==> config.mk <==
export PLATFORM = sky130hd
export DESIGN_NAME = csc_scale
export DESIGN_NICKNAME = d
export VERILOG_FILES = /design/src/rtl/core/csc_pkg.sv /design/src/rtl/core/csc_scale.sv
export SDC_FILE = /design/constraint.sdc
export NUM_CORES = 2
export LEC_CHECK = 0
export BUFFER_PORTS_ARGS = -buffer_cell sky130_fd_sc_hd__buf_2
export CORE_MARGIN = 2
export CORE_UTILIZATION = 37
export DETAILED_ROUTE_END_ITERATION = 7
export SYNTH_ARGS = -nofsm -noshare
export SYNTH_HDL_FRONTEND = slang
export SYNTH_SLANG_ARGS = --single-unit
==> constraint.sdc <==
create_clock -name clk -period 9.5 [get_ports clk]
set_input_delay 1.9 -clock clk [delete_from_list [all_inputs] [get_ports clk]]
set_output_delay 1.9 -clock clk [all_outputs]
set_load 0.02 [all_outputs]
==> src/rtl/core/csc_pkg.sv <==
// Shared constants and elaboration-time table builders for the CORDIC
// sine/cosine core. Depends on nothing; every module of the core imports it.
`timescale 1ns / 1ps
`default_nettype none

package csc_pkg;

  // Default build parameters.
  localparam int MAX_ITERATIONS_DEF = 32;
  localparam int FRACTION_BITS_DEF  = 30;

  // Port widths fixed by the interface.
  localparam int ANGLE_W  = 32;
  localparam int OUT_W    = 32;
  localparam int OUT_FRAC = 30;
  localparam int CFG_W    = 6;

  // Iteration count after reset.
  localparam logic [CFG_W-1:0] CFG_RESET = CFG_W'(32);

  // Plus one in the output format.
  localparam logic [OUT_W-1:0] OUT_ONE = OUT_W'(64'd1 << OUT_FRAC);

  // Seed values at Q62.
  localparam logic [63:0] Q62_ONE         = 64'd1 << 62;
  localparam logic [63:0] Q62_PI_OVER_4   = 64'h3243F6A8885A308D;
  localparam logic [63:0] Q62_INV_SQRT2   = 64'h2D413CCCFE779921;

  // Restoring unsigned division, used only to build constant tables.
  function automatic logic [63:0] udiv64(input logic [63:0] num, input logic [63:0] den);
    logic [63:0] q;
    logic [63:0] r;
    q = '0;
    r = '0;
    for (int b = 63; b >= 0; b--) begin
      r = {r[62:0], num[b]};
      if (r >= den) begin
        r    = r - den;
        q[b] = 1'b1;
      end
    end
    return q;
  endfunction

  // (a * b) >> 62 with round to nearest, ties up.
  function automatic logic [63:0] mul_shift62(input logic [63:0] a, input logic [63:0] b);
    logic [127:0] p;
    p = {64'd0, a} * {64'd0, b};
    p = p + (128'd1 << 61);
    return p[125:62];
  endfunction

  // atan(2^-i) at Q62 by its power series.
  function automatic logic [63:0] atan_q62(input int i);
    logic [63:0] at;
    logic [63:0] term;
    int          e;
    if (i == 0) begin
      at = Q62_PI_OVER_4;
    end else begin
      at = '0;
      for (int j = 0; j < 64; j++) begin
        e = i * (2 * j + 1);
        if (e <= 62) begin
          term = udiv64(64'd1 << (62 - e), 64'(2 * j + 1));
          if ((j % 2) == 1) at = at - term;
          else              at = at + term;
        end
      end
    end
    return at;
  endfunction

  // 1/sqrt(1 + 4^-i) at Q62 by its binomial series.
  function automatic logic [63:0] inv_scale_q62(input int i);
    logic [63:0] r;
    logic [63:0] t;
    logic        done;
    if (i == 0) begin
      r = Q62_INV_SQRT2;
    end else begin
      r    = Q62_ONE;
      t    = Q62_ONE;
      done = 1'b0;
      if (2 * i < 63) begin
        for (int j = 1; j < 64; j++) begin
          if (!done) begin
            t = t >> (2 * i);
            t = t - udiv64(t, 64'(2 * j));
            if (t == 64'd0)      done = 1'b1;
            else if ((j % 2) == 1) r = r - t;
            else                 r = r + t;
          end
        end
      end
    end
    return r;
  endfunction

  // Product of inverse scale factors for steps zero through n, at Q62.
  function automatic logic [63:0] gain_q62(input int n);
    logic [63:0] k;
    k = Q62_ONE;
    for (int i = 0; i <= n; i++) begin
      k = mul_shift62(k, inv_scale_q62(i));
    end
    return k;
  endfunction

  // Round a Q62 value to fb fraction bits, ties up.
  function automatic logic [63:0] q62_to_frac(input logic [63:0] v, input int fb);
    return (v + (64'd1 << (62 - fb - 1))) >> (62 - fb);
  endfunction

endpackage

`default_nettype wire

==> src/rtl/core/csc_scale.sv <==
// Gain correction for one coordinate: split multiply over registered partial
// products, rounding to Q1.30 and clamping to plus or minus one. Uses csc_pkg.
`timescale 1ns / 1ps
`default_nettype none

module csc_scale
  import csc_pkg::*;
#(
  parameter int FB = FRACTION_BITS_DEF,
  parameter int DW = FRACTION_BITS_DEF + 3,
  parameter int GW = FRACTION_BITS_DEF + 1
) (
  input  wire logic                 clk,
  input  wire logic                 en,
  input  wire logic signed [DW-1:0] coord,
  input  wire logic [GW-1:0]        gain,
  output logic signed [OUT_W-1:0]   result
);

  localparam int H    = (DW + 1) / 2;
  localparam int PW   = 2 * H;
  localparam int FW   = 4 * H + 1;
  localparam int EXTW = DW + OUT_FRAC + 1;

  // Stage 1: sign and magnitude.
  logic          neg1_r;
  logic [DW-1:0] mag1_r, mag1_nxt;
  logic [GW-1:0] gain1_r;

  always_comb begin
    mag1_nxt = coord[DW-1] ? DW'(-coord) : DW'(coord);
  end

  // Stage 2: four partial products of half width.
  logic          neg2_r;
  logic [PW-1:0] pll_r, plh_r, phl_r, phh_r;
  logic [PW-1:0] mag_pad, gain_pad;
  logic [H-1:0]  ml, mh, gl, gh;

  always_comb begin
    mag_pad  = PW'(mag1_r);
    gain_pad = PW'(gain1_r);
    ml       = mag_pad[H-1:0];
    mh       = mag_pad[PW-1:H];
    gl       = gain_pad[H-1:0];
    gh       = gain_pad[PW-1:H];
  end

  // Stage 3: cross terms summed.
  logic          neg3_r;
  logic [PW:0]   mid3_r;
  logic [PW-1:0] ll3_r, hh3_r;

  // Stage 4: full product, rounded at the fraction point.
  logic          neg4_r;
  logic [DW-1:0] q4_r;
  logic [FW-1:0] full;

  always_comb begin
    full = FW'({hh3_r, ll3_r}) + (FW'(mid3_r) << H) + (FW'(1) << (FB - 1));
  end

  // Rescale to thirty fraction bits.
  logic [EXTW-1:0] sc;

  if (FB > OUT_FRAC) begin : g_down
    assign sc = (EXTW'(q4_r) + (EXTW'(1) << (FB - OUT_FRAC - 1))) >> (FB - OUT_FRAC);
  end else begin : g_up
    assign sc = EXTW'(q4_r) << (OUT_FRAC - FB);
  end

  // Stage 5: clamp and restore the sign.
  logic [OUT_W-1:0] clamped;
  logic [OUT_W-1:0] res_r, res_nxt;

  always_comb begin
    if (sc > EXTW'(OUT_ONE)) clamped = OUT_ONE;
    else                     clamped = sc[OUT_W-1:0];
    res_nxt = neg4_r ? (-clamped) : clamped;
  end

  // All payload stages advance together.
  always_ff @(posedge clk) begin
    if (en) begin
      neg1_r  <= coord[DW-1];
      mag1_r  <= mag1_nxt;
      gain1_r <= gain;
      neg2_r  <= neg1_r;
      pll_r   <= PW'(ml * gl);
      plh_r   <= PW'(ml * gh);
      phl_r   <= PW'(mh * gl);
      phh_r   <= PW'(mh * gh);
      neg3_r  <= neg2_r;
      mid3_r  <= (PW + 1)'(plh_r) + (PW + 1)'(phl_r);
      ll3_r   <= pll_r;
      hh3_r   <= phh_r;
      neg4_r  <= neg3_r;
      q4_r    <= full[FB +: DW];
      res_r   <= res_nxt;
    end
  end

  assign result = $signed(res_r);

endmodule

`default_nettype wire

# Word level (Yosys, flattened, before mapping)
# Cells that the tools add are included.
# Widths: inputs -> output; s select.
[classes]
multipliers = 4
order_cmp = 1
muxes = 3
addsub = 5
[op_table]
columns = ["op", "count"]
rows = [
  ["$mux 32", 3],
  ["$add 63x30->63 const B", 1],
  ["$add 63x52->63", 1],
  ["$add 34x34->35", 1],
  ["$mul 17x17->34", 1],
  ["$gt 33x31->1 const B", 1],
  ["$mul 16x17->33", 1],
  ["$neg 33->33", 1],
  ["$neg 32->32", 1],
  ["$mul 17x14->31", 1],
  ["$mul 16x14->29", 1],
]
[word_totals]
out_inout_bits = 32
ff_bits = 362

# Longest topological paths before layout
[depth]
ltp_word = 4
mapped_depth = 25
ltp_nobuf = 24

# Least setup slack after synthesis
# No wires, ideal clock.
[synth_path]
kind = "reg-to-reg"
startpoint = "register gain1_r[19]"
endpoint = "register phh_r[28] (data pin)"
arrival_time_ns = 6.398
setup_time_ns = 0.260
slack_ns = 2.842
period_less_slack_ns = 6.658
stages_incl_launch_ff = 25
cell_sequence = "edfxtp_1 > clkbuf_1 > and2_1 > fa_1 > inv_1 > fa_1 > inv_1 > fa_1 > inv_1 > fa_1 > inv_1 > fa_1 > inv_1 > fa_1 > inv_1 > ha_1 > o21a_1 > o21ai_0 > a21boi_0 > a21o_1 > a311oi_1 > o21ai_0 > or4b_2 > a31oi_1 > xnor2_1"
[synth_between]
elab_chain_len = 1
[synth_rtl]
columns = ["item", "line", "text"]
rows = [
  ["start, declared", "csc_scale.sv:28", "logic [GW-1:0] gain1_r;"],
  ["start signal, assigned", "csc_scale.sv:87", "gain1_r <= gain;"],
  ["$mul 16x14->29", "csc_scale.sv:92", "phh_r <= PW'(mh * gh);"],
  ["end signal, assigned", "csc_scale.sv:92", ""],
  ["end, declared", "csc_scale.sv:36", "logic [PW-1:0] pll_r, plh_r, phl_r, phh_r;"],
]
# Every way passes these cells.
# A chain may end at the register's enable or synchronous reset.

# Final worst setup path
[layout_path]
startpoint = "register mag1_r[22]"
endpoint = "register phh_r[27] (data pin)"
[layout_between]
elab_chain_len = 1
[layout_rtl]
columns = ["item", "line", "text"]
rows = [
  ["start, declared", "csc_scale.sv:27", "logic [DW-1:0] mag1_r, mag1_nxt;"],
  ["start signal, assigned", "csc_scale.sv:86", "mag1_r <= mag1_nxt;"],
  ["$mul 16x14->29", "csc_scale.sv:92", ""],
]
# Every way passes these cells.

==> flow_metrics.env <==
export IMPL_status="finished, final reports clean"
export IMPL_grt_pass1_vias=34600
export IMPL_synth_area_top_cells="fa_1 (33%), edfxtp_1 (21%), ha_1 (13%), inv_1 (7.0%), and2_1 (5.9%)"
export IMPL_dieHeight_um=361
export IMPL_hpwlAfterDp_um=96000
export IMPL_min_from="pll_r[28]"
export IMPL_routed_wirelength_um=122000
export IMPL_io_buffers=97
export IMPL_synth_top_cell_area_share=0.328
export IMPL_via_per_inst=5.04
export IMPL_fin_crit_sh=0.822
export IMPL_path_class="flip-flop to flip-flop"
export IMPL_yosys_top_cells_count="inv_1 (883), fa_1 (772), nand2_1 (686)"
export IMPL_min_path_type="flip-flop to flip-flop"
export IMPL_overflow=0
export IMPL_skew_ns=0.0444
export IMPL_clock_sinks=323
export IMPL_cp_end_kind="flip-flop"
export IMPL_grt_total_usage=0.193
export IMPL_yosys_cell_count_top_type="inv_1"
export IMPL_crit_start="mag1_r[22]"
export IMPL_area_growth_pct=8.22
export IMPL_io_pins=98
export IMPL_top_usage_layer="met2"
export IMPL_synth_distinct_cells=68
export IMPL_synth_edf_count=323
export IMPL_ys_warn_count=0
export IMPL_worstPathArrival_ns=8.20
export IMPL_grt_max_degree=154
export IMPL_worst_pin_slew_ns=1.23
export IMPL_grt_met2_usage=0.316
export IMPL_synth_top_cell_by_area="fa_1"
export IMPL_num_vias=32600
export IMPL_post_cts_buffers=0
export IMPL_synth_cells=4781
export IMPL_coreArea_um2=126000
export IMPL_final_hold_violation_count=0
export IMPL_nets=6124
export IMPL_grt_pass1_wl_um=196000
export IMPL_setup_viol=0
export IMPL_cts_buffers=43
export IMPL_rows=130
export IMPL_rsz0062_at_grt="false"
export IMPL_cts_root_buf="clkbuf_16"
export IMPL_maxCapViolCount=0
export IMPL_synth_nets=6114
export IMPL_drtIter0Drc=2109
export IMPL_maxSlewHeadroom=0.178
export IMPL_cp_max_fo=24
export IMPL_fmaxAchievable_mhz=128
export IMPL_clk_pin_slew_worst_paths_ns=0.07
export IMPL_drive_gt1_frac=0.0543
export IMPL_start_util=0.374
export IMPL_gp_congestion=0.889
export IMPL_grt_use_met1=0.268
export IMPL_hold_depth=0
export IMPL_syn_cell_area_um2=47100
export IMPL_antenna_found_initial=8
export IMPL_r2r_start="mag1_r[22]"
export IMPL_firstDrtPassIters=5
export IMPL_crit_path_start_kind="flip-flop"
export IMPL_drc=0
export IMPL_placed_area_um2=49500
export IMPL_timing_final_max_slew_violations=0
export IMPL_required_ns=9.89
export IMPL_grtUsageMet3=0.0280
export IMPL_cts_tree="done"
export IMPL_die_area_um2=130000
export IMPL_ys_seq_area_frac=0.206
export IMPL_insertedDiodeCount=0
export IMPL_min_period_ns=7.81
export IMPL_post_drt_wl_per_cell_um=18.9
export IMPL_clock_latency_ns=0.64
export IMPL_avgSynthCellArea_um2=9.85
export IMPL_drtAntennaViolNets=0
export IMPL_cts_repair_resized=0
export IMPL_fin_area_um2=51000
export IMPL_postCtsHoldBufs=0
export IMPL_reg2reg_depth=18
export IMPL_htree_levels=2
export IMPL_yosys_register_bits=323
export IMPL_fp_dieW_um=361
export IMPL_async_flop_share=0
export IMPL_synth_flop_cell="edfxtp_1"
export IMPL_clockBufferDepth=3
export IMPL_tns_ns=0
## kinds of logic after synthesis
| kind of cell | synth area share |
|---|---|
| adder cells (fa/ha/maj) | 0.460 |
| AND/OR/NAND/NOR | 0.149 |
| XOR/XNOR | 0.0379 |
| flip-flops | 0.206 |
| AO/OA/AOI/OAI | 0.0608 |
| buffers and inverters | 0.0870 |
## cell type report
type                            instances  area [um^2]
Tap cell                             1650         2060
Clock buffer                           48         1090
Sequential cell                       323         9700
Timing Repair Buffer                  173         1100
Fill cell                           12200        75100
Multi-Input combinational cell       3367        33300
Clock inverter                         31          399
Inverter                              883         3310
## cells in the final DEF, fill, tap and decap left out, drive strengths merged, types with 14 or more instances in the layout
cell type / instances
o21a: 17
a21oi: 138
buf: 173
inv: 889
o21ai: 95
nor3: 33
a31oi: 14
o21bai: 20
nand2: 686
xor2: 58
fa: 772
ha: 495
a211oi: 17
or3: 17
nand4: 17
nand2b: 17
and2: 447
xnor2: 146
nor2b: 17
nand3: 33
edfxtp: 323
a21o: 63
nor2: 120
clkbuf: 48
and3: 15
## per-stage QoR
step                instances  utilization  hold slack [ns]  worst slack, ns
global placement         6395        0.392            0.400             1.81
CTS                      6475        0.404            0.386             1.80
finish                   6475        0.404            0.396             1.69
global route             6475        0.404            0.409             1.23
floorplan                4781            -            0.400             2.84
detailed placement       6396        0.393            0.405             1.79
## final timing paths
| path | slack, ns | end |
|---|---|---|
| worst min-delay path | 0.40 | ll3_r[28] |
| worst max-delay path | 1.69 | phh_r[27] |
| worst min register to register | 0.40 | ll3_r[28] |
| worst max register to register | 1.69 | phh_r[27] |
## critical path, stage by stage, from the launching register on
cell and delay, ns:
edfxtp_1 1.14, buf_4 0.33, nand2_1 0.08, fa_1 0.48, inv_1 0.05, fa_1 0.57, fa_1 0.46, fa_1 0.47
fa_1 0.52, fa_1 0.42, ha_1 0.37, nand2_1 0.12, or2_2 0.34, o311ai_0 0.83, nand3_1 0.26, a31oi_1 0.36
nand2_1 0.11, o21ai_0 0.21, xor2_1 0.41
## layer usage
metal | part of all wire | wire length [um] | vias up
li1 | - | - | 15000
met1 | 0.45 | 54800 | 16500
met2 | 0.46 | 56400 | 947
met3 | 0.064 | 7770 | 138
met4 | 0.026 | 3180 | 2
met5 | 0.00011 | 13 | -
## sequential cells by signal, indices dropped and copies added, names as in the netlist
| signal | cells |
|---|---|
| neg2_r | 1 |
| neg4_r | 1 |
| result | 32 |
| neg3_r | 1 |
| phh_r | 29 |
| mid3_r | 34 |
| hh3_r | 29 |
| mag1_r | 33 |
| neg1_r | 1 |
| pll_r | 17 |
| q4_r | 33 |
| phl_r | 33 |
| ll3_r | 17 |
| gain1_r | 31 |
| plh_r | 31 |
Power is left out: the tool's default activity adds up to more than one toggle a clock period on the data nets, which glitch-free logic cannot reach.
