[config.mk]
export PLATFORM = sky130hd
export DESIGN_NAME = csc_cell
export DESIGN_NICKNAME = d
export VERILOG_FILES = /design/src/rtl/core/csc_pkg.sv /design/src/rtl/core/csc_cell.sv
export SDC_FILE = /design/constraint.sdc
export NUM_CORES = 1
export LEC_CHECK = 0
export BUFFER_PORTS_ARGS = -buffer_cell sky130_fd_sc_hd__clkbuf_2
export CAP_MARGIN = 10
export CORE_AREA = 8 8 147 149
export DETAILED_ROUTE_END_ITERATION = 10
export DIE_AREA = 0 0 155 157
export HOLD_SLACK_MARGIN = 0.06
export PLACE_DENSITY = 0.86
export RECOVER_POWER = 100
export SLEW_MARGIN = 40
export SYNTH_ARGS = -nofsm -noshare
export SYNTH_HDL_FRONTEND = slang
export SYNTH_SLANG_ARGS = --single-unit
[constraint.sdc]
create_clock -name clk -period 8.1 [get_ports clk]
set_clock_uncertainty 0.1 [all_clocks]
set_input_delay 1.215 -clock clk [delete_from_list [all_inputs] [get_ports clk]]
set_output_delay 1.215 -clock clk [all_outputs]
set_load 0.03 [all_outputs]
[src/rtl/core/csc_pkg.sv]
// Shared constants and elaboration-time table builders for the CORDIC
// sine/cosine core. Depends on nothing; every module of the core imports it.
`timescale 1ns / 1ps
`default_nettype none

package csc_pkg;

  // Default build parameters.
  localparam int MAX_ITERATIONS_DEF = 32;
  localparam int FRACTION_BITS_DEF  = 30;

  // Port widths fixed by the interface.
  localparam int ANGLE_W  = 32;
  localparam int OUT_W    = 32;
  localparam int OUT_FRAC = 30;
  localparam int CFG_W    = 6;

  // Iteration count after reset.
  localparam logic [CFG_W-1:0] CFG_RESET = CFG_W'(32);

  // Plus one in the output format.
  localparam logic [OUT_W-1:0] OUT_ONE = OUT_W'(64'd1 << OUT_FRAC);

  // Seed values at Q62.
  localparam logic [63:0] Q62_ONE         = 64'd1 << 62;
  localparam logic [63:0] Q62_PI_OVER_4   = 64'h3243F6A8885A308D;
  localparam logic [63:0] Q62_INV_SQRT2   = 64'h2D413CCCFE779921;

  // Restoring unsigned division, used only to build constant tables.
  function automatic logic [63:0] udiv64(input logic [63:0] num, input logic [63:0] den);
    logic [63:0] q;
    logic [63:0] r;
    q = '0;
    r = '0;
    for (int b = 63; b >= 0; b--) begin
      r = {r[62:0], num[b]};
      if (r >= den) begin
        r    = r - den;
        q[b] = 1'b1;
      end
    end
    return q;
  endfunction

  // (a * b) >> 62 with round to nearest, ties up.
  function automatic logic [63:0] mul_shift62(input logic [63:0] a, input logic [63:0] b);
    logic [127:0] p;
    p = {64'd0, a} * {64'd0, b};
    p = p + (128'd1 << 61);
    return p[125:62];
  endfunction

  // atan(2^-i) at Q62 by its power series.
  function automatic logic [63:0] atan_q62(input int i);
    logic [63:0] at;
    logic [63:0] term;
    int          e;
    if (i == 0) begin
      at = Q62_PI_OVER_4;
    end else begin
      at = '0;
      for (int j = 0; j < 64; j++) begin
        e = i * (2 * j + 1);
        if (e <= 62) begin
          term = udiv64(64'd1 << (62 - e), 64'(2 * j + 1));
          if ((j % 2) == 1) at = at - term;
          else              at = at + term;
        end
      end
    end
    return at;
  endfunction

  // 1/sqrt(1 + 4^-i) at Q62 by its binomial series.
  function automatic logic [63:0] inv_scale_q62(input int i);
    logic [63:0] r;
    logic [63:0] t;
    logic        done;
    if (i == 0) begin
      r = Q62_INV_SQRT2;
    end else begin
      r    = Q62_ONE;
      t    = Q62_ONE;
      done = 1'b0;
      if (2 * i < 63) begin
        for (int j = 1; j < 64; j++) begin
          if (!done) begin
            t = t >> (2 * i);
            t = t - udiv64(t, 64'(2 * j));
            if (t == 64'd0)      done = 1'b1;
            else if ((j % 2) == 1) r = r - t;
            else                 r = r + t;
          end
        end
      end
    end
    return r;
  endfunction

  // Product of inverse scale factors for steps zero through n, at Q62.
  function automatic logic [63:0] gain_q62(input int n);
    logic [63:0] k;
    k = Q62_ONE;
    for (int i = 0; i <= n; i++) begin
      k = mul_shift62(k, inv_scale_q62(i));
    end
    return k;
  endfunction

  // Round a Q62 value to fb fraction bits, ties up.
  function automatic logic [63:0] q62_to_frac(input logic [63:0] v, input int fb);
    return (v + (64'd1 << (62 - fb - 1))) >> (62 - fb);
  endfunction

endpackage

`default_nettype wire

[src/rtl/core/csc_cell.sv]
// One micro-rotation cell of the CORDIC chain: a fixed shift and a fixed
// arctangent constant, registered outputs. Depends on csc_pkg.
`timescale 1ns / 1ps
`default_nettype none

module csc_cell
  import csc_pkg::*;
#(
  parameter int              DW   = FRACTION_BITS_DEF + 3,
  parameter int              NW   = 6,
  parameter int              IDX  = 0,
  parameter logic [DW-1:0]   ATAN = '0
) (
  input  wire logic                 clk,
  input  wire logic                 rst_n,
  input  wire logic                 en,
  input  wire logic                 in_vld,
  input  wire logic [NW-1:0]        in_n,
  input  wire logic signed [DW-1:0] in_target,
  input  wire logic signed [DW-1:0] in_x,
  input  wire logic signed [DW-1:0] in_y,
  input  wire logic signed [DW-1:0] in_theta,
  output logic                      out_vld,
  output logic [NW-1:0]             out_n,
  output logic signed [DW-1:0]      out_target,
  output logic signed [DW-1:0]      out_x,
  output logic signed [DW-1:0]      out_y,
  output logic signed [DW-1:0]      out_theta
);

  logic                 vld_r;
  logic [NW-1:0]        n_r;
  logic signed [DW-1:0] target_r;
  logic signed [DW-1:0] x_r, x_nxt;
  logic signed [DW-1:0] y_r, y_nxt;
  logic signed [DW-1:0] theta_r, theta_nxt;
  logic signed [DW-1:0] xs, ys;
  logic                 active;

  // Rotate toward the target while this step is within the requested count.
  always_comb begin
    xs     = in_x >>> IDX;
    ys     = in_y >>> IDX;
    active = (in_n > NW'(IDX));
    x_nxt     = in_x;
    y_nxt     = in_y;
    theta_nxt = in_theta;
    if (active) begin
      if (in_theta < in_target) begin
        theta_nxt = in_theta + $signed(ATAN);
        x_nxt     = in_x - ys;
        y_nxt     = in_y + xs;
      end else begin
        theta_nxt = in_theta - $signed(ATAN);
        x_nxt     = in_x + ys;
        y_nxt     = in_y - xs;
      end
    end
  end

  // Valid bit of this cell.
  always_ff @(posedge clk) begin
    if (!rst_n) begin
      vld_r <= 1'b0;
    end else if (en) begin
      vld_r <= in_vld;
    end
  end

  // Payload handed to the next cell.
  always_ff @(posedge clk) begin
    if (en) begin
      n_r      <= in_n;
      target_r <= in_target;
      x_r      <= x_nxt;
      y_r      <= y_nxt;
      theta_r  <= theta_nxt;
    end
  end

  assign out_vld    = vld_r;
  assign out_n      = n_r;
  assign out_target = target_r;
  assign out_x      = x_r;
  assign out_y      = y_r;
  assign out_theta  = theta_r;

endmodule

`default_nettype wire

After elaboration in Yosys (flattened, before gate mapping)

Index checks and enable logic that the tools add are counted.

Output and inout bits: 139
Word-level logic and storage cells: 15
Input bits: 142
Register bits: 139

Add/subtract/negate cells: 3
Multiplexer cells: 4
$lt $le $gt $ge: 2

Operators with widths:

| kind               | count |
|---|---|
| $mux 33            | 4 |
| $sub 33x33->33     | 2 |
| $add 33x33->33     | 1 |
| $lt 33x33->1       | 1 |
| $gt 6x1->1 const B | 1 |

Logic depth before layout (Yosys ltp)

Gate-level depths: netlist of run 1.

Depth after elaboration: 3
Gate-level depth with buffers: 14
Gate-level depth less buffers: 13

Least setup slack after synthesis of run 1

No wires, ideal clock.

Path kind: in2reg
Start: input port in_x[0]
End: register x_r[32] (netlist: out_x[32]), data pin
Cell stages on the path: 12
Path slack: 4137 ps
Library setup time: 258 ps
Data arrival time: 3606 ps
Path buffers: 0
Data required time: 7742 ps
Path through: ha_1 fa_1 nor2b_1 o311ai_1 a31oi_1 or3_4 o2111ai_2 a21o_1 a21oi_1 or3_1 nand3_1 xnor2_1

Cells in the longest elaborated chain, start to end: 3
Elaborated cells between the ends (all ways): 4
Classes of those cells: 2 x add/sub; 2 x mux

Ends and longest elaborated chain:

| element                                          | RTL line                       | source |
|---|---|---|
| from (decl)                                      | csc_cell.sv:20                 | `input wire logic signed [DW-1:0] in_x,` |
| $add 33x33->33 or $sub 33x33->33 (tied branches) | csc_cell.sv:55, csc_cell.sv:51 |  |
| $mux 33 (*)                                      | csc_cell.sv:49                 | `if (in_theta < in_target) begin` |
| $mux 33 (*)                                      | csc_cell.sv:48                 | `if (active) begin` |
| named net x_nxt[32]                              | csc_cell.sv:34                 | `logic signed [DW-1:0] x_r, x_nxt;` |
| to (signal assigned)                             | csc_cell.sv:75                 | `x_r <= x_nxt;` |
| to (decl)                                        | csc_cell.sv:34                 |  |

Mark *: on every way through the listed nets, which the timed path passes. The rest lies on a longest branch.
A chain may end at the register's enable or synchronous reset.

Worst setup path in the final report of run 1

Start: input port in_target[8]
End: register x_r[17] (netlist: out_x[17]), data pin

Cells in the longest elaborated chain, start to end: 3

Ends and longest elaborated chain:

| element             | RTL line       | source |
|---|---|---|
| from (decl)         | csc_cell.sv:19 | `input wire logic signed [DW-1:0] in_target,` |
| $lt 33x33->1        | csc_cell.sv:49 |  |
| $mux 33             | csc_cell.sv:49 |  |
| $mux 33             | csc_cell.sv:48 |  |
| named net x_nxt[17] | csc_cell.sv:34 |  |

The timed path passes the listed nets, and every way through them passes these cells.

==> results of run 1 <==
-- layer usage --
metal	share of wire	vias up	track usage
li1	-	4888	-
met1	0.39	4777	0.3224
met2	0.48	575	0.4850
met3	0.095	93	0.07623
met4	0.035	0	0.1265
met5	0	-	0
-- registers in the layout (all words and copies together) (netlist names) --
name        flops
out_y          33
out_theta      33
out_x          33
out_n           6
out_vld         1
out_target     33
-- logic make-up (layout without fill, tap and decap cells) --
logic type | Yosys count | in the layout | synth area share
AO/OA/AOI/OAI | 384 | 384 | 0.2168
AND/OR/NAND/NOR | 294 | 294 | 0.1238
buffers and inverters | 188 | 452 | 0.06728
flip-flops | 139 | 139 | 0.3720
adder cells (fa/ha/maj) | 131 | 131 | 0.1484
XOR/XNOR | 65 | 65 | 0.05085
multiplexers | 23 | 23 | 0.02079
other | 0 | 4 | 0
-- final timing paths --
path	start	end	cells after the start
worst max-delay path	in_target[8]	out_x[17]	13
worst min-delay path	out_vld	out_vld	2
worst max register to register	out_vld	out_vld	2
worst min register to register	out_vld	out_vld	2
-- power groups by stage --
stage	Combinational, uW	Sequential, uW	Clock (uW)
2_1_floorplan	470	1160	0
3_3_place_gp	946	962	0
3_5_place_dp	958	964	0
4_1_cts	964	950	773
5_1_grt	1020	960	804
6_report	942	950	767
-- metrics by stage --
stage | cell area, um2 | hold slack [ns] | worst slack [ns] | instances
final | 13050 | 0.4454 | 2.657 | 1757
after global routing | 13050 | 0.4921 | 2.285 | 1756
after CTS | 13340 | 0.4516 | 3.775 | 1753
after detailed placement | 12760 | 0.4361 | 3.340 | 1721
after global placement | 12740 | 0.3949 | 3.352 | 1720
after floorplan | 11190 | 0.5404 | 4.137 | 1224
-- area by class of cell --
| cell class | instances | area, um2 |
|---|---|---|
| clock buffer | 17 | 425.4 |
| multi-input combinational | 897 | 6282 |
| fill | 1653 | 6158 |
| clock inverter | 15 | 146.4 |
| antenna | 4 | 10.01 |
| sequential | 139 | 4164 |
| inverter | 135 | 506.7 |
| timing repair buffer | 285 | 1182 |
| tap | 265 | 331.6 |
-- worst max-delay path, delay by kind of cell --
family	cells	cell delay [ns]
AND/OR/NAND/NOR	1	0.48
adder cells (fa/ha/maj)	1	0.32
buffers and inverters	3	1.88
AO/OA/AOI/OAI	8	1.52
-- layout by cell type (no fill, tap or decap), types with 6 or more instances in the layout --
master and instances:
mux2i_1 21, o21ai_1 9, nor4_1 7, edfxtp_1 138, xor2_1 17, nor2_1 114
or3_1 7, a21oi_1 157, ha_1 128, inv_2 6, o211ai_1 10, a211oi_1 6
nor3_1 19, o21ai_0 67, o31ai_1 13, xnor2_1 48, o21a_1 10, o21bai_1 16
clkbuf_2 78, a31oi_1 7, a211o_1 6, inv_1 126, nand4_1 10, nand2b_1 10
clkbuf_1 204, a21o_1 26, nand2_1 68, nand3_1 22, nor2b_1 8, clkbuf_16 17
==> reports/metrics.yaml, run 1 <==
ys_types: 81
vias_per_cell: 5.881
chipHeight_um: 157
path_cells: "clkbuf_1 > inv_1 > ha_1 > a21oi_1 > o21ai_0 > a21oi_1 > o41ai_1 > a21oi_1 > o21a_1 > clkbuf_1 > nand2_1 > o32ai_1 > a31oi_1"
yosysWarnings: 0
nNetsFinal: 1748
power_density_nw_per_um2: 203.8
ys_seq_area_frac: 0.3720
hpwl_um: 27360
grt_max_degree: 81
timing.critical_path.mode_cell: "a21oi_1"
cts.clk_slew.worst_paths_ns: 0.07
h-tree-depth: 4
synth_edf_count: 138
cp.required_ns: 8.09
tightestPinTransition_ns: 3.462
violations: "max-capacitance violations, max-slew violations"
cts_buffer_depth: 2
post_cts_buffers: 0
syn_area_per_cell_um2: 9.146
die_w_um: 155
max-cap-violations: 4
crit_slowest_cell: "clkbuf_1"
internal_power_uw: 1626
rows: 51
ys_top_cells_by_area: "edfxtp_1 (37%), ha_1 (14%), a21oi_1 (7.0%), inv_1 (4.2%), nor2_1 (3.8%)"
final_core_util: 0.6794
synth_common_cells: "a21oi_1 (157), edfxtp_1 (138), ha_1 (128)"
numCtsBuffers: 17
rsz0062_at_grt: "no"
setup_viol: 0
wirelength_um: 35130
dieArea_um2: 24340
synthArstFlopShare: 0
path_class: "primary input to flip-flop"
pin_count: 281
p_sw_frac: 0.3888
drc_errors: 0
slowest_delay_ns: 1.71
synth_flop_cell: "edfxtp_1"
p_leak_uw: 0.005580
worst_ir_drop_vdd_mv: 0.1559
grt_overflow_total: 0
power.switching_uw: 1034
synthCells: 1224
slew_violations: 195
cp-end-kind: "flip-flop"
wl_per_cell_um: 20.00
p_seq_frac: 0.357
report.power.total_uw: 2660
yosysTopAreaCellShare: 0.3702
core_area_um2: 19210
period_share: 0.6719
synth_most_common_cell: "a21oi_1"
worstSetupStartpointType: "primary input"
cts_root_buf: "clkbuf_16"
grt_antenna_before_repair: 3
detail-route-antenna-nets: 0
drtIter0Drc: 998
status: "finished with violations"
cts_hold_buffers: 0
cts_resized: 0
portBuffers: 280
crit_arrival_ns: 5.44
cts_tree: "yes"
synth_seq_cells: 139
synth_top_area_cell: "edfxtp_1"
r2r_setup_slack_ns: 7.38
critPathMaxFanout: 39
gp_congestion: 0.9655
cts.sink_count: 139
period_needed_ns: 5.443
max_freq_mhz: 183.7
clock_power_share: 0.288
vias: 10330
hold_viol: 0
grt_pass1_vias: 10190
area_delta_synth_final_pct: 16.56
floorplan.initialDensity: 0.5828
min_path_type: "flip-flop to flip-flop"
synth_area_um2: 11190
first_pass_iters: 6
drive_above_1_share: 0.09341
grt_use_total: 0.2814
pwr-share-comb: 0.354
fin_tns_setup_ns: 0
syn_nets: 1497
grt_pass1_wl_um: 53880
insertion_delay_ns: 0.43
slew_headroom: -1.308
Note: power is estimated with default switching activity, not from simulation.
==> run 2, diff against run 1 <==
CORE_AREA = 8 8 159 161   (was 8 8 147 149)
DIE_AREA = 0 0 167 169   (was 0 0 155 157)
PLACE_DENSITY = 0.78   (was 0.86)
clock period = 4.95 ns   (was 8.1 ns; I/O delays follow)
==> run 2 against run 1 <==
Net effect:
- the run still ends with max-capacitance violations, max-slew violations left
- cell area up 0.19%
- first-iteration DRC count down 6.4%
- sequential power up 63%
- critical path type unchanged
- highest routed layer is now met5
==> reports/metrics.yaml, run 2 (synthesis results as in run 1) <==
nFillCells: 2187  # was 1653
hold_viol: 0  # unchanged
worst_ir_drop_vdd_mv: 0.2079  # was 0.1559 mV
slew_violations: 195  # unchanged
fin_tns_setup_ns: 0  # unchanged
power_density_nw_per_um2: 331.9  # was 203.8 nW/um2
hold_end: "out_target[22]"  # was out_vld
drtIter0Drc: 934  # was 998
numPlacedInstances: 1749  # was 1721
p_leak_uw: 0.005566  # was 0.005580 uW
place_ws_ns: 0.6932  # was 3.340 ns
portBuffers: 280  # unchanged
detail-route-antenna-nets: 0  # unchanged
wl_per_cell_um: 19.64  # was 20.00 um
cp-end-kind: "flip-flop"  # unchanged
wirelength_um: 35040  # was 35130 um
rr_startpoint: "out_vld"  # unchanged
core_area_um2: 22910  # was 19210 um2
worstSetupStartpointType: "primary input"  # unchanged
vias: 10180  # was 10330
instances_no_fill: 1784  # was 1757
min_path_type: "primary input to flip-flop"  # was flip-flop to flip-flop
cts.clk_slew.worst_paths_ns: 0.07  # about the same
period_share: 0.8563
cts_root_buf: "clkbuf_16"  # unchanged
numCtsBuffers: 17  # unchanged
grt_use_total: 0.2393  # was 0.2814
dieArea_um2: 28220  # was 24340 um2
min_from: "in_target[22]"  # was out_vld
pin_count: 281  # unchanged
vias_per_cell: 5.707  # was 5.881
status: "finished with violations"  # unchanged
crit_arrival_ns: 4.23  # was 5.44 ns
die_w_um: 167  # was 155 um
drc_errors: 0  # unchanged
drive_above_1_share: 0.09256  # was 0.09341
nNetsFinal: 1751  # was 1748
grt_overflow_total: 0  # unchanged
final_core_util: 0.5706  # was 0.6794
reg2regPathDepth: 2  # unchanged
worst_slack_ns: 0.7114  # was 2.657 ns
grt_pass1_wl_um: 54250  # was 53880 um
post_cts_buffers: 0  # unchanged
period_needed_ns: 4.239
cts_resized: 0  # unchanged
holdPathStages: 1  # was 2
rr_endpoint: "out_vld"  # unchanged
final_common_cell: "clkbuf_1"  # unchanged
insertion_delay_ns: 0.42  # was 0.43 ns
critical_path.startpoint: "in_target[2]"  # was in_target[8]
max-cap-violations: 4  # unchanged
path_class: "primary input to flip-flop"  # unchanged
setup_viol: 0  # unchanged
multi_input_area_um2: 6277  # was 6282 um2
r2r_setup_slack_ns: 4.19  # was 7.38 ns
gp_congestion: 0.9187  # was 0.9655
critPathMaxFanout: 18  # was 39
cp.required_ns: 4.94  # was 8.09 ns
final_cell_mix: "clkbuf_1 (208), a21oi_1 (157), edfxtp_1 (138)"  # was clkbuf_1 (204), a21oi_1 (157), edfxtp_1 (138)
chipHeight_um: 169  # was 157 um
regArea_um2: 4164  # unchanged
cts.sink_count: 139  # unchanged
slew_headroom: -0.4251  # was -1.308
hpwl_um: 27590  # was 27360 um
max_freq_mhz: 235.9
grt_antenna_before_repair: 4  # was 3
cts_hold_buffers: 0  # unchanged
grt_max_degree: 78  # was 81
violations: "max-capacitance violations, max-slew violations"  # unchanged
cts_buffer_depth: 2  # unchanged
rsz0062_at_grt: "no"  # unchanged
area_delta_synth_final_pct: 16.79  # was 16.56%
cts_tree: "yes"  # unchanged
h-tree-depth: 4  # unchanged
first_pass_iters: 5  # was 6
floorplan.initialDensity: 0.4886  # was 0.5828
grt_pass1_vias: 9977  # was 10190
rows: 56  # was 51
tightestPinTransition_ns: 2.138  # was 3.462 ns
==> run 2: cell count changes in the layout (fill, tap and decap cells not counted), sizes merged <==
| cell | before | now |
|---|---|---|
| clkbuf | 299 | 303 |
| clkinvlp | 1 | 3 |
| inv | 142 | 140 |
| clkinv | 7 | 6 |
| diode | 4 | 3 |
==> run 2: how the worst max path moves through the flow <==
stage                     end  slack (ns)  cells after the start
global placement    out_x[15]        0.66                     13
global route        out_x[23]        0.50                     13
floorplan           out_x[32]        1.46                     12
finish               out_y[7]        0.71                     14
CTS                 out_x[15]        1.12                     13
detailed placement  out_x[15]        0.69                     13
==> run 2: report_power, final <==
part | leakage, uW | total [uW] | internal (uW) | switching (uW)
Clock | 0.000263 | 1240 | 661 | 577
Combinational | 0.00394 | 1550 | 485 | 1070
Sequential | 0.00136 | 1550 | 1510 | 45.6
==> run 2: routing by layer <==
layer	share of wire	vias up	routed length [um]	track usage
met3	0.077	53	2700	0.05963
met4	0.018	4	628	0.06855
li1	-	4899	-	-
met1	0.41	4780	14380	0.2855
met2	0.49	445	17310	0.4209
met5	0.00063	-	22	0
==> run 2: metrics by stage <==
stage	total power (uW)	hold WS [ns]	instance area, um2
6_report	4339	0.4069	13070
3_3_place_gp	3149	0.3998	12810
2_1_floorplan	2665	0.5404	11190
5_1_grt	4551	0.3976	13070
4_1_cts	4416	0.3945	13370
3_5_place_dp	3167	0.4362	12820
==> run 2: layout make-up <==
cell class / instances / area share
inverter: 135 / 0.03876
tap: 290 / 0.02775
clock buffer: 18 / 0.03283
timing repair buffer: 288 / 0.09197
antenna: 3 / 0.0005742
sequential: 139 / 0.3185
multi-input combinational: 897 / 0.4801
clock inverter: 14 / 0.009475
==> run 2: critical path, stage by stage <==
cell and delay, ns:
clkbuf_1 0.09, inv_1 0.05, ha_1 0.30, a21oi_1 0.14
o21ai_0 0.12, a31oi_1 0.26, o41ai_1 0.12, a21oi_1 0.43
o21a_1 0.70, clkbuf_1 0.70, a211o_1 0.18, o21ai_1 0.07
xnor2_1 0.21, a21oi_1 0.09
